`src/sv/gsrc_pkg.sv`:
```
// ----------------------------------------------------------------------------
// gsrc_pkg
// Shared types and constants for the gas sensor reply checker: frame layout,
// configuration register indexes, result status codes and register resets.
// ----------------------------------------------------------------------------
package gsrc_pkg;

	localparam int unsigned CFG_INDEX_W = 8;
	localparam int unsigned CFG_DATA_W  = 16;

	localparam logic [7:0] HEADER_BYTE = 8'hFF;
	localparam logic [3:0] FRAME_LAST  = 4'd8;
	localparam logic [3:0] IDX_IDLE    = 4'd0;
	localparam logic [3:0] IDX_ECHO    = 4'd1;
	localparam logic [3:0] IDX_HIGH    = 4'd2;
	localparam logic [3:0] IDX_LOW     = 4'd3;

	// Configuration register indexes
	localparam logic [CFG_INDEX_W-1:0] REG_MIN_PLAUSIBLE = 8'd0;
	localparam logic [CFG_INDEX_W-1:0] REG_MAX_PLAUSIBLE = 8'd1;
	localparam logic [CFG_INDEX_W-1:0] REG_MAX_JUMP      = 8'd2;
	localparam logic [CFG_INDEX_W-1:0] REG_REPLY_COMMAND = 8'd3;

	// Register reset values
	localparam logic [15:0] MIN_PLAUSIBLE_RST = 16'd400;
	localparam logic [15:0] MAX_PLAUSIBLE_RST = 16'd5000;
	localparam logic [15:0] MAX_JUMP_RST      = 16'd500;
	localparam logic [7:0]  REPLY_COMMAND_RST = 8'h86;

	localparam logic [15:0] REJECT_READING = 16'd1;

	typedef enum logic [1:0] {
		ST_GOOD     = 2'd0,
		ST_FALLBACK = 2'd1,
		ST_REJECT   = 2'd2
	} status_t;

endpackage

```
`src/sv/gas_sensor_reply_checker_top.sv`:
```
// ----------------------------------------------------------------------------
// gas_sensor_reply_checker_top
// Checks a gas sensor's nine-byte reply and emits its reading and status.
// ----------------------------------------------------------------------------
// Usage:
//   Input channel (in_valid/in_ready): one item per received byte, rx_byte
//   with frame_start high on byte 0 of a reply. A start always opens a new
//   frame and drops any partial one; bytes outside a frame are ignored.
//   Output channel (out_valid/out_ready): one item per completed frame, on
//   the ninth byte: reading and status (good checksum, plausibility
//   fallback, or rejected with reading 1).
//   Config channel (cfg_valid/cfg_ready): always ready; cfg_index selects
//   min_plausible, max_plausible, max_jump or reply_command. Other indexes
//   are ignored. Write only while no frame is in flight.
// Latency and throughput:
//   One byte is accepted every cycle unless stalled as below. The result is
//   loaded into the output register at the edge that accepts the checksum
//   byte and is offered from the next cycle on. The per-byte update (8-bit
//   add, header/echo compares, 16-bit range and jump compares on byte 8)
//   sits between the frame state and the output register.
// Stall:
//   A waiting result holds the output register. While the checksum byte is
//   due, the next byte (checksum or a new start) waits for the register to
//   drain; every other byte is still taken.
// Reset:
//   arst_n clears frame state, the previous reading and the output valid,
//   and restores the configuration registers to their defaults.
// ----------------------------------------------------------------------------
module gas_sensor_reply_checker_top (
	input  logic                               clk,
	input  logic                               arst_n,
	// byte input
	input  logic                               in_valid,
	output logic                               in_ready,
	input  logic [7:0]                         rx_byte,
	input  logic                               frame_start,
	// result output
	output logic                               out_valid,
	input  logic                               out_ready,
	output logic [15:0]                        reading,
	output gsrc_pkg::status_t                  status,
	// configuration writes
	input  logic                               cfg_valid,
	output logic                               cfg_ready,
	input  logic [gsrc_pkg::CFG_INDEX_W-1:0]   cfg_index,
	input  logic [gsrc_pkg::CFG_DATA_W-1:0]    cfg_data
);
	import gsrc_pkg::*;

	// configuration
	logic [15:0] min_plausible_q;
	logic [15:0] max_plausible_q;
	logic [15:0] max_jump_q;
	logic [7:0]  reply_command_q;

	// frame state
	logic [3:0]  byte_index_q;
	logic [7:0]  running_sum_q;
	logic        header_ok_q;
	logic [7:0]  reading_high_q;
	logic [7:0]  reading_low_q;
	logic [15:0] previous_reading_q;

	// result register
	logic        out_valid_q;
	logic [15:0] reading_q;
	status_t     status_q;

	logic        in_acc;
	logic        cfg_acc;
	logic        is_last;
	logic        in_frame;
	logic [15:0] rd;
	logic [15:0] diff;
	logic [7:0]  expect_sum;
	logic        sum_ok;
	logic        fallback_ok;
	logic        res_take;
	status_t     res_status;
	logic [15:0] res_reading;

	// Hold the byte due as checksum back while an untaken result fills the register.
	assign in_ready  = !out_valid_q || out_ready || (byte_index_q != FRAME_LAST);
	assign in_acc    = in_valid && in_ready;
	assign cfg_ready = 1'b1;
	assign cfg_acc   = cfg_valid && cfg_ready;

	assign in_frame  = (byte_index_q != IDX_IDLE) && (byte_index_q <= FRAME_LAST);
	assign is_last   = !frame_start && (byte_index_q == FRAME_LAST);

	// Checksum and plausibility on the ninth byte
	assign rd          = {reading_high_q, reading_low_q};
	assign diff        = (rd >= previous_reading_q) ? (rd - previous_reading_q)
	                                                : (previous_reading_q - rd);
	assign expect_sum  = 8'(~running_sum_q + 8'd1);
	assign sum_ok      = header_ok_q && (rx_byte == expect_sum);
	assign fallback_ok = (rx_byte == 8'd0) && (rd >= min_plausible_q)
	                     && (rd <= max_plausible_q) && (diff <= max_jump_q);

	always_comb begin
		res_take    = 1'b1;
		res_status  = ST_REJECT;
		res_reading = REJECT_READING;
		if (sum_ok) begin
			res_status  = ST_GOOD;
			res_reading = rd;
		end else if (fallback_ok) begin
			res_status  = ST_FALLBACK;
			res_reading = rd;
		end else begin
			res_take = 1'b0;
		end
	end

	always_ff @(posedge clk or negedge arst_n) begin
		if (!arst_n) begin
			min_plausible_q    <= MIN_PLAUSIBLE_RST;
			max_plausible_q    <= MAX_PLAUSIBLE_RST;
			max_jump_q         <= MAX_JUMP_RST;
			reply_command_q    <= REPLY_COMMAND_RST;
			byte_index_q       <= IDX_IDLE;
			running_sum_q      <= 8'd0;
			header_ok_q        <= 1'b0;
			reading_high_q     <= 8'd0;
			reading_low_q      <= 8'd0;
			previous_reading_q <= 16'd0;
			out_valid_q        <= 1'b0;
		end else begin
			if (cfg_acc) begin
				case (cfg_index)
					REG_MIN_PLAUSIBLE: min_plausible_q <= cfg_data;
					REG_MAX_PLAUSIBLE: max_plausible_q <= cfg_data;
					REG_MAX_JUMP:      max_jump_q      <= cfg_data;
					REG_REPLY_COMMAND: reply_command_q <= cfg_data[7:0];
					default: ;
				endcase
			end

			// drop the result once taken; a new one below overrides
			if (out_valid_q && out_ready) begin
				out_valid_q <= 1'b0;
			end

			if (in_acc) begin
				if (frame_start) begin
					header_ok_q   <= (rx_byte == HEADER_BYTE);
					running_sum_q <= 8'd0;
					byte_index_q  <= IDX_ECHO;
				end else if (!in_frame) begin
					byte_index_q <= IDX_IDLE;
				end else if (byte_index_q < FRAME_LAST) begin
					running_sum_q <= running_sum_q + rx_byte;
					if (byte_index_q == IDX_ECHO && rx_byte != reply_command_q) begin
						header_ok_q <= 1'b0;
					end
					if (byte_index_q == IDX_HIGH) begin
						reading_high_q <= rx_byte;
					end
					if (byte_index_q == IDX_LOW) begin
						reading_low_q <= rx_byte;
					end
					byte_index_q <= byte_index_q + 4'd1;
				end else begin
					// checksum byte: close the frame, emit one item
					byte_index_q <= IDX_IDLE;
					out_valid_q  <= 1'b1;
					if (res_take) begin
						previous_reading_q <= rd;
					end
				end
			end
		end
	end

	// result payload, loaded with the checksum byte
	always_ff @(posedge clk) begin
		if (in_acc && is_last) begin
			reading_q <= res_reading;
			status_q  <= res_status;
		end
	end

	assign out_valid = out_valid_q;
	assign reading   = reading_q;
	assign status    = status_q;

endmodule

```
`config.mk`:
```
export PLATFORM = sky130hd
export DESIGN_NAME = gas_sensor_reply_checker_top
export DESIGN_NICKNAME = d
export VERILOG_FILES = /design/src/sv/gsrc_pkg.sv /design/src/sv/gas_sensor_reply_checker_top.sv
export SDC_FILE = /design/constraint.sdc
export NUM_CORES = 1
export LEC_CHECK = 0
export ABC_CLOCK_PERIOD_IN_PS = 9700
export BUFFER_PORTS_ARGS = -buffer_cell sky130_fd_sc_hd__buf_4
export CAP_MARGIN = 10
export CORE_AREA = 3 3 155 157
export CTS_BUF_LIST = sky130_fd_sc_hd__clkbuf_16
export DETAILED_ROUTE_END_ITERATION = 16
export DIE_AREA = 0 0 158 160
export SYNTH_ARGS = -nofsm -noshare
export SYNTH_HDL_FRONTEND = slang
export SYNTH_SLANG_ARGS = --single-unit
```
`constraint.sdc`:
```
create_clock -name clk -period 9.7 [get_ports clk]
set_input_delay 1.94 -clock clk [delete_from_list [all_inputs] [get_ports clk]]
set_output_delay 1.94 -clock clk [all_outputs]
set_load 0.005 [all_outputs]
```
* Word level (Yosys, flattened, before mapping)
Cells that the tools add are included.
Widths: inputs -> output; s select.
** Storage, ports and cells
- RAM bits :: 0
- Word-level logic and storage cells :: 88
- Memories :: 0
- Output and inout bits :: 21
- Bits in read-only memories :: 0
- Latch bits :: 0
- Input port bits :: 38
- Register bits after elaboration :: 120
** Operators by class
- Shift-type cells :: 0
- Multiply operators :: 0
- Reduce and logical (&&, ||, !) cells :: 29
- Magnitude comparators :: 6
- Multiplexer cells :: 21
- Equality and inequality tests :: 11
- Bitwise operators :: 3
- Divide/modulo/power cells :: 0
- Add/sub/neg operators :: 5
** Operator list (number)
- $mux 16 :: 3
- $ge 16x16->1 :: 2
- $le 16x16->1 :: 2
- $sub 16x16->16 :: 2
- $mux 8 :: 3
- $eq 8x2->1 const B :: 2
- $logic_not 8->1 :: 2
- $reduce_and 5->1 :: 3
- $mux 4 :: 3
- $mux 1 :: 11
- $logic_and 1x1->1 :: 10
- $add 8x1->8 const B :: 1
- $add 8x8->8 :: 1
- $eq 4x2->1 const B :: 2
- $eq 8x1->1 const B :: 1
- $eq 8x8->1 :: 1
- $eq 8x8->1 const B :: 1
- $ne 8x8->1 :: 1
- $not 8->8 :: 1
- $reduce_and 2->1 :: 4
- $reduce_bool 2->1 :: 3
- $add 4x1->4 const B :: 1
- $eq 4x1->1 const B :: 1
- $eq 4x4->1 const B :: 1
- other kinds (10) :: 13

* Logic depth before layout (Yosys ltp)
Gate-level depths: netlist of the first run.
- Word-level depth :: 7
- Gate-level depth with buffers :: 21
- Mapped depth without buffers :: 19

* Worst setup path after synthesis of the first run
OpenSTA, ideal clock, no wires.
- Kind :: reg2reg
- Start :: register reading_low_q[6]
- End :: register reading_q[10] (netlist: reading[10]) (data pin)
- Data required time :: 9445 ps
- Setup time :: 255 ps
- Setup slack :: 4904 ps
- Stages on the path, launching flop included :: 20
- Path buffers :: 3
- Arrival time :: 4540 ps
- Clock period less this slack :: 4796 ps
- Cell sequence :: dfrtp_1 > inv_1 > ha_1 > clkbuf_1 > and4_1 > nand3_1 > a211oi_1 > nor4b_1 > o21ai_1 > buf_4 > mux2i_1 > xnor2_1 > ha_1 > nand2_1 > or4_1 > o221ai_1 > o21ai_0 > a31oi_2 > buf_2 > nor2_1
** On the way
- Word-level cells in the longest chain between the ends :: 6
- Elaborated cells on any way between the ends :: 12
- Classes of those cells :: add/sub (2); order compare (4); mux (3); reduce/logical (3)
** Ends and longest elaborated chain
- start, declared :: line gas_sensor_reply_checker_top.sv:61 : logic [7:0] reading_low_q;
- start signal, assigned :: line gas_sensor_reply_checker_top.sv:160 : reading_low_q <= rx_byte;
- $sub 16x16->16, or another cell as far along :: line gas_sensor_reply_checker_top.sv:94 : : (previous_reading_q - rd);
- $mux 16 or $logic_and 1x1->1 (tied branches) :: line gas_sensor_reply_checker_top.sv:93, gas_sensor_reply_checker_top.sv:97
- $le 16x16->1 or $logic_and 1x1->1 (tied branches) :: line gas_sensor_reply_checker_top.sv:98 : && (rd <= max_plausible_q) && (diff <= max_jump_q);
- $logic_and 1x1->1 * :: line gas_sensor_reply_checker_top.sv:98
- $mux 16 * :: line gas_sensor_reply_checker_top.sv:107 : end else if (fallback_ok) begin
- $mux 16 * :: line gas_sensor_reply_checker_top.sv:104 : if (sum_ok) begin
- via res_reading[10] :: line gas_sensor_reply_checker_top.sv:80 : logic [15:0] res_reading;
- end signal, assigned :: line gas_sensor_reply_checker_top.sv:178 : reading_q <= res_reading;
- end, declared :: line gas_sensor_reply_checker_top.sv:66 : logic [15:0] reading_q;
Mark *: on every way through the listed nets, which the timed path passes. The rest lies on a longest branch.
A chain may end at the register's enable or synchronous reset.

* Worst setup path after layout of the first run
- Start :: register reading_low_q[6]
- End :: register previous_reading_q[15]
** On the way
- Word-level cells in the longest chain between the ends :: 7
- Elaborated cells on any way between the ends :: 13
- Classes of those cells :: add/sub (2); order compare (4); mux (3); reduce/logical (4)
** Ends and longest elaborated chain
- $sub 16x16->16, or another cell as far along :: line gas_sensor_reply_checker_top.sv:94
- $mux 16 or $logic_and 1x1->1 (tied branches) :: line gas_sensor_reply_checker_top.sv:93, gas_sensor_reply_checker_top.sv:97
- $le 16x16->1 or $logic_and 1x1->1 (tied branches) :: line gas_sensor_reply_checker_top.sv:98
- $logic_and 1x1->1 * :: line gas_sensor_reply_checker_top.sv:98
- $mux 1 * :: line gas_sensor_reply_checker_top.sv:107
- $mux 1 * :: line gas_sensor_reply_checker_top.sv:104
- $reduce_and 5->1 (no line) *
- end signal, assigned :: line gas_sensor_reply_checker_top.sv:168 : previous_reading_q <= rd;
- end, declared :: line gas_sensor_reply_checker_top.sv:62 : logic [15:0] previous_reading_q;
Mark *: on every way between the ends. The rest lies on a longest branch, timed or not.

==> results of run 1 <==
power groups by stage:
stage / logic [mW] / clock network (mW) / registers [mW]
global placement: 0.914 / 0 / 0.670
CTS: 0.930 / 0.558 / 0.665
finish: 0.933 / 0.541 / 0.665
floorplan: 0.719 / 0 / 0.629
global route: 1.06 / 0.576 / 0.676
detailed placement: 0.919 / 0 / 0.674
metrics by stage:
| step | util | cells |
|---|---|---|
| after floorplan | - | 770 |
| after global placement | 0.379 | 1091 |
| final | 0.401 | 1123 |
| after CTS | 0.401 | 1123 |
| after detailed placement | 0.379 | 1091 |
| after global routing | 0.401 | 1123 |
routing by layer:
metal  vias up  global-route usage  wire, µm
met5         -                   0         0
met4         0              0.0407       312
met3        25              0.0369       902
met2       123               0.247      9040
met1      2881               0.236      9650
li1       2845                   -         -
cell type report:
cell class                      count  area share
Tap cell                          285      0.0392
Timing Repair Buffer               60      0.0496
Clock buffer                       17      0.0468
Multi-Input combinational cell    535       0.476
Clock inverter                     15     0.00798
Inverter                           91      0.0376
Sequential cell                   120       0.343
cell families (layout without fill, tap and decap cells):
logic type | after synthesis | after routing | share of synthesized area
other | 1 | 1 | 0.000475
AO/OA/AOI/OAI | 152 | 152 | 0.127
buffers and inverters | 115 | 183 | 0.0573
AND/OR/NAND/NOR | 167 | 167 | 0.111
flip-flops | 120 | 120 | 0.395
adder cells (fa/ha/maj) | 94 | 94 | 0.152
XOR/XNOR | 33 | 33 | 0.0366
multiplexers | 88 | 88 | 0.121
state kept, by name, summed over array words and instances (netlist names):
register	flops
max_plausible_q	16
reading	16
running_sum_q	8
byte_index_q	4
reading_high_q	8
reading_low_q	8
max_jump_q	16
out_valid	1
previous_reading_q	16
min_plausible_q	16
status	2
reply_command_q	8
header_ok_q	1
worst max-delay path by stage:
stage	to	depth (start not counted)
detailed placement	reading[10]	17
CTS	reading[10]	17
global route	reading[5]	17
floorplan	reading[10]	19
global placement	reading[10]	17
finish	previous_reading_q[15]	17
critical path, cell delays in order (launching register included):
cell,delay (ps)
dfrtp_1,420
inv_1,110
ha_1,500
and4_1,320
nand3_1,140
a211oi_1,270
nor4b_1,80
o21ai_1,450
buf_4,340
mux2i_1,250
xor2_1,110
ha_1,330
nand4_1,120
or4_1,500
o221ai_1,170
o21ai_0,250
a41oi_4,770
mux2_2,410
layout by cell type (no fill, tap or decap), types with 13 or more instances in the layout:
cell       netlist  final
ha_1            91     91
a21oi_1         40     40
nand2_1         35     35
clkbuf_16        0     17
dfrtp_1         85     85
inv_1           91     96
dfstp_2         17     17
xnor2_1         14     14
o21ai_0         34     34
a21o_1          14     14
nand3_1         19     19
edfxtp_1        18     18
buf_4            2     60
xor2_1          19     19
nand4_1         13     13
nor2_1          33     33
mux2_2          59     59
mux2i_1         29     29
==> out/qor.txt, run 1 <==
outcome - finished clean
DP HPWL - 15000 µm
endpoints failing setup - 0
I/O Pins - 59
Reg2Reg Setup Slack - 4030 ps
post-cts sizing count - 0
# hold bufs at CTS - 0
CTS tree - done
Reg-to-Reg End - previous_reading_q[15]
Max Slew Vio Count - 0
top cell type's share of synthesized area - 0.270
library cells used by synthesis - 60
CTS sink cnt - 120
CP startpoint - reading_low_q[6]
design area - 9090 µm²
DRT Pass-1 Iters - 5
Clock Latency Late Sink - 420 ps
first-pass GRT wire length - 31900 µm
synthesized area - 7890 µm²
unrepaired setup endpoints after global routing - no
synth cell count leaders - ha_1, inv_1, dfrtp_1
Clock Power Share - 0.253
fin worst setup slack - 4030 ps
Setup CP Type - flip-flop to flip-flop
clk slew on worst S/H paths - 50 ps
minimum clock period - 5670 ps
TNS Setup - 0 ps
CTS root buf - clkbuf_16
maximum fanout along the worst path - 16
die width - 158 µm
Worst-Margin Slew - 1050 ps
largest net degree at the start of global routing - 70
vias post-DR - 5874
Routed WL - 19900 µm
ys async rst share - 0.850
FF-to-FF Start - reading_low_q[6]
hold path cells - 2
clock buffer count from CTS - 17
combinational share of power - 0.436
Switching Fraction - 0.392
diodes inserted - 0
H-tree depth - 4
maximum vdd drop - 137 µV
worst clock skew - 14.3 ps
WL per Instance - 17.7 µm
Worst EP required - 9990 ps
Yosys warnings - 0
Final Power - 2.14 mW
Synth Instances - 770
hold slack - 499 ps
area used by multi-input combinational logic - 4330 µm²
GRT Util Overall - 0.163
sw power - 839 µW
die footprint - 25300 µm²
maxcap violations - 0
Leakage - 4.28 nW
area grow syn2layout - 15.2%
Max-slew headroom - 0.300
CP Launch Type - flip-flop
sequential-to-total area share from yosys stat - 0.395
cells on worst reg2reg path - 17
Congestion Overflow GR - 0
CP endpoint kind - flip-flop
post-synth top area cell - dfrtp_1
Synth Flop Type - dfrtp_1
Starting DRT DRC Count - 378
Seq pwr share - 0.311
number of flops mapped to enable cells by yosys - 18
initial antenna violation count - 0
fraction of layout cells with a size suffix above 1 - 0.202
pwr dens - 235 nW/µm²
Avg Vias per Cell - 5.23
num rows - 55
placed inst area - 8590 µm²
CP Data Arrival Time - 5960 ps
Yosys reg bits - 120
I/O Buffers - 57
vias in the first global route - 5730
Fin. Hold Viols - 0
mean post-synth cell area - 10.2 µm²
Max Root-Sink Buffers - 2
# DRC - 0
Sequential Area - 3110 µm²
post-route ant nets - 0
pre-CTS setup slack - 4030 ps
Die Y - 160 µm
Tcrit/Tclk final - 0.585
maximum clock rate - 176 MHz
Final GP Congestion - 0.882
HP Class - flip-flop to flip-flop
hold wc startpoint - min_plausible_q[4]
nets - 957
Pint - 1.30 mW
Fill cells - 2207
syn_nets - 902
top post-synthesis cells by area - dfrtp_1, ha_1, mux2_2
Hold Path Sink - min_plausible_q[4]
Post-CTS Setup Repair Bufs - 0
core area - 22600 µm²
starting density of the core - 0.348
Note: power is estimated with default switching activity, not from simulation.
==> inputs of run 2 (changes only) <==
--- a/config.mk
+++ b/config.mk
@@ -5,7 +5,7 @@
 export SDC_FILE = /design/constraint.sdc
 export NUM_CORES = 1
 export LEC_CHECK = 0
-export ABC_CLOCK_PERIOD_IN_PS = 9700
+export ABC_CLOCK_PERIOD_IN_PS = 4800
 export BUFFER_PORTS_ARGS = -buffer_cell sky130_fd_sc_hd__buf_4
 export CAP_MARGIN = 10
 export CORE_AREA = 3 3 155 157
==> constraint.sdc (replaced) <==
create_clock -name clk -period 4.8 [get_ports clk]
set_input_delay 0.96 -clock clk [delete_from_list [all_inputs] [get_ports clk]]
set_output_delay 0.96 -clock clk [all_outputs]
set_load 0.005 [all_outputs]
==> out/qor.txt, run 2 (synthesis gave the netlist of run 1 again) <==
outcome - finished clean (unchanged)
endpoints failing setup - 0 (unchanged)
CP Data Arrival Time - 4920 ps (was 5960 ps)
Fin. Hold Viols - 0 (unchanged)
CP Launch Type - flip-flop (unchanged)
I/O Buffers - 57 (unchanged)
vias post-DR - 5870 (was 5874)
CTS sink cnt - 120 (unchanged)
maxcap violations - 0 (unchanged)
nets - 983 (was 957)
maximum vdd drop - 286 µV (was 137 µV)
maximum fanout along the worst path - 10 (was 16)
die footprint - 25300 µm² (unchanged)
Max Root-Sink Buffers - 2 (unchanged)
CTS tree - done (unchanged)
Max Slew Vio Count - 0 (unchanged)
Die Y - 160 µm (unchanged)
GR Util met2 - 0.271 (was 0.247)
first-pass GRT wire length - 32800 µm (was 31900 µm)
M3 GR Usage - 0.0333 (was 0.0369)
Tcrit/Tclk final - 0.952 (was 0.585)
Worst EP required - 5150 ps (was 9990 ps)
pre-CTS setup slack - 173 ps (was 4030 ps)
Reg2Reg Setup Slack - 230 ps (was 4030 ps)
fraction of layout cells with a size suffix above 1 - 0.244 (was 0.202)
Max stage delay on crit path - 560 ps (was 770 ps)
largest net degree at the start of global routing - 48 (was 70)
FF-to-FF Start - reading_low_q[7] (was reading_low_q[6])
fin worst setup slack - 231 ps (was 4030 ps)
Leakage - 4.50 nW (was 4.28 nW)
pwr dens - 511 nW/µm² (was 235 nW/µm²)
Worst path top cell family by delay - simple AND/OR/NAND/NOR gates (was compound AO/OA/AOI/OAI gates)
Max-slew headroom - 0.381 (was 0.300)
cells on worst reg2reg path - 19 (was 17)
Reg-to-Reg End - previous_reading_q[11] (was previous_reading_q[15])
CTS root buf - clkbuf_16 (unchanged)
CP endpoint kind - flip-flop (unchanged)
Setup CP Type - flip-flop to flip-flop (unchanged)
minimum clock period - 4570 ps (was 5670 ps)
clock buffer count from CTS - 17 (unchanged)
Worst path slowest cell - or4_4 (was a41oi_4)
met1 usage - 0.234 (was 0.236)
DP HPWL - 15500 µm (was 15000 µm)
post-cts sizing count - 0 (unchanged)
# hold bufs at CTS - 0 (unchanged)
most frequent cells in the layout - inv_1, ha_1, dfrtp_1, buf_4, mux2_2 (was inv_1, ha_1, dfrtp_1)
worst clock skew - 7.73 ps (was 14.3 ps)
TNS Setup - 0 ps (unchanged)
H-tree depth - 4 (unchanged)
I/O Pins - 59 (unchanged)
Post-CTS Setup Repair Bufs - 0 (unchanged)
Starting DRT DRC Count - 262 (was 378)
die width - 158 µm (unchanged)
Clock Latency Late Sink - 430 ps (was 420 ps)
Worst-Margin Slew - 925 ps (was 1050 ps)
starting density of the core - 0.348 (unchanged)
WL per Instance - 18.3 µm (was 17.7 µm)
vias in the first global route - 5882 (was 5730)
Final GP Congestion - 0.917 (was 0.882)
post-route ant nets - 0 (unchanged)
Routed WL - 21000 µm (was 19900 µm)
most common cell after layout, fill and taps aside - inv_1 (unchanged)
core area - 22600 µm² (unchanged)
# DRC - 0 (unchanged)
HP Class - primary input to async pin (was flip-flop to flip-flop)
Avg Vias per Cell - 5.11 (was 5.23)
Congestion Overflow GR - 0 (unchanged)
num rows - 55 (unchanged)
Top Usage Layer GRT - met2 (unchanged)
clk slew on worst S/H paths - 60 ps (was 50 ps)
diodes inserted - 0 (unchanged)
GRT Util Overall - 0.169 (was 0.163)
CP cell instances - inv_1, ha_1, and4_1, and2_1, o21a_1, nor4b_1, o21ai_1, buf_4, mux2i_1, xnor2_1, ha_1, nand2_1, or4_4, o221ai_2, o21ai_2, buf_4, a41oi_4, clkbuf_16, mux2i_1 (was inv_1, ha_1, and4_1, nand3_1, a211oi_1, nor4b_1, o21ai_1, buf_4, mux2i_1, xor2_1, ha_1, nand4_1, or4_1, o221ai_1, o21ai_0, a41oi_4, mux2_2)
worst path bufs/invs - 4 (was 2)
DRT Pass-1 Iters - 5 (unchanged)
area grow syn2layout - 20.6% (was 15.2%)
maximum clock rate - 219 MHz (was 176 MHz)
initial antenna violation count - 0 (unchanged)
-- run 2: cell count changes in the layout (fill, tap and decap cells not counted), moves of 3 or more --
| cell | before | now |
|---|---|---|
| buf_4 | 60 | 83 |
| bufinv_16 | 0 | 3 |
| clkbuf_16 | 17 | 20 |
| inv_1 | 96 | 92 |
| inv_6 | 0 | 3 |
-- run 2: area by class of cell --
type	count	area [µm²]
clock inverter	13	161
fill	2168	13100
clock buffer	19	475
tap	285	357
inverter	91	342
multi-input combinational	535	4370
timing repair buffer	86	688
sequential	120	3120
-- run 2: worst max path at each step --
| stage | start | endpoint | slack (ps) | cells past startpoint |
|---|---|---|---|---|
| 2_1_floorplan | reading_low_q[6] | reading[10] | 4 | 19 |
| 3_3_place_gp | reading_low_q[2] | previous_reading_q[10] | 170 | 19 |
| 3_5_place_dp | reading_low_q[2] | previous_reading_q[11] | 170 | 19 |
| 4_1_cts | reading_low_q[2] | previous_reading_q[11] | 130 | 19 |
| 5_1_grt | reading_low_q[0] | previous_reading_q[2] | -10 | 21 |
| 6_report | reading_low_q[7] | previous_reading_q[11] | 230 | 19 |
-- run 2: power by group --
group,switching [mW],leakage (nW),internal [mW]
clock,0.512,0.318,0.881
combinational,1.21,2.85,0.966
sequential,0.143,1.33,1.15
-- run 2: per-stage QoR --
step / std cells / power [mW] / hold WS (ps) / instance area, µm² / utilization
CTS: 1148 / 4.82 / 478 / 9440 / 0.417
detailed placement: 1116 / 3.40 / 487 / 8800 / 0.389
floorplan: 770 / 2.72 / 467 / 7890 / -
finish: 1149 / 4.86 / 464 / 9510 / 0.420
global placement: 1116 / 3.38 / 482 / 8800 / 0.389
global route: 1149 / 5.20 / 485 / 9510 / 0.420
-- run 2: metal layers --
layer	share of wire	vias to the layer above
li1	-	2904
met1	0.47	2833
met2	0.47	114
met3	0.041	19
met4	0.017	0
met5	0	-
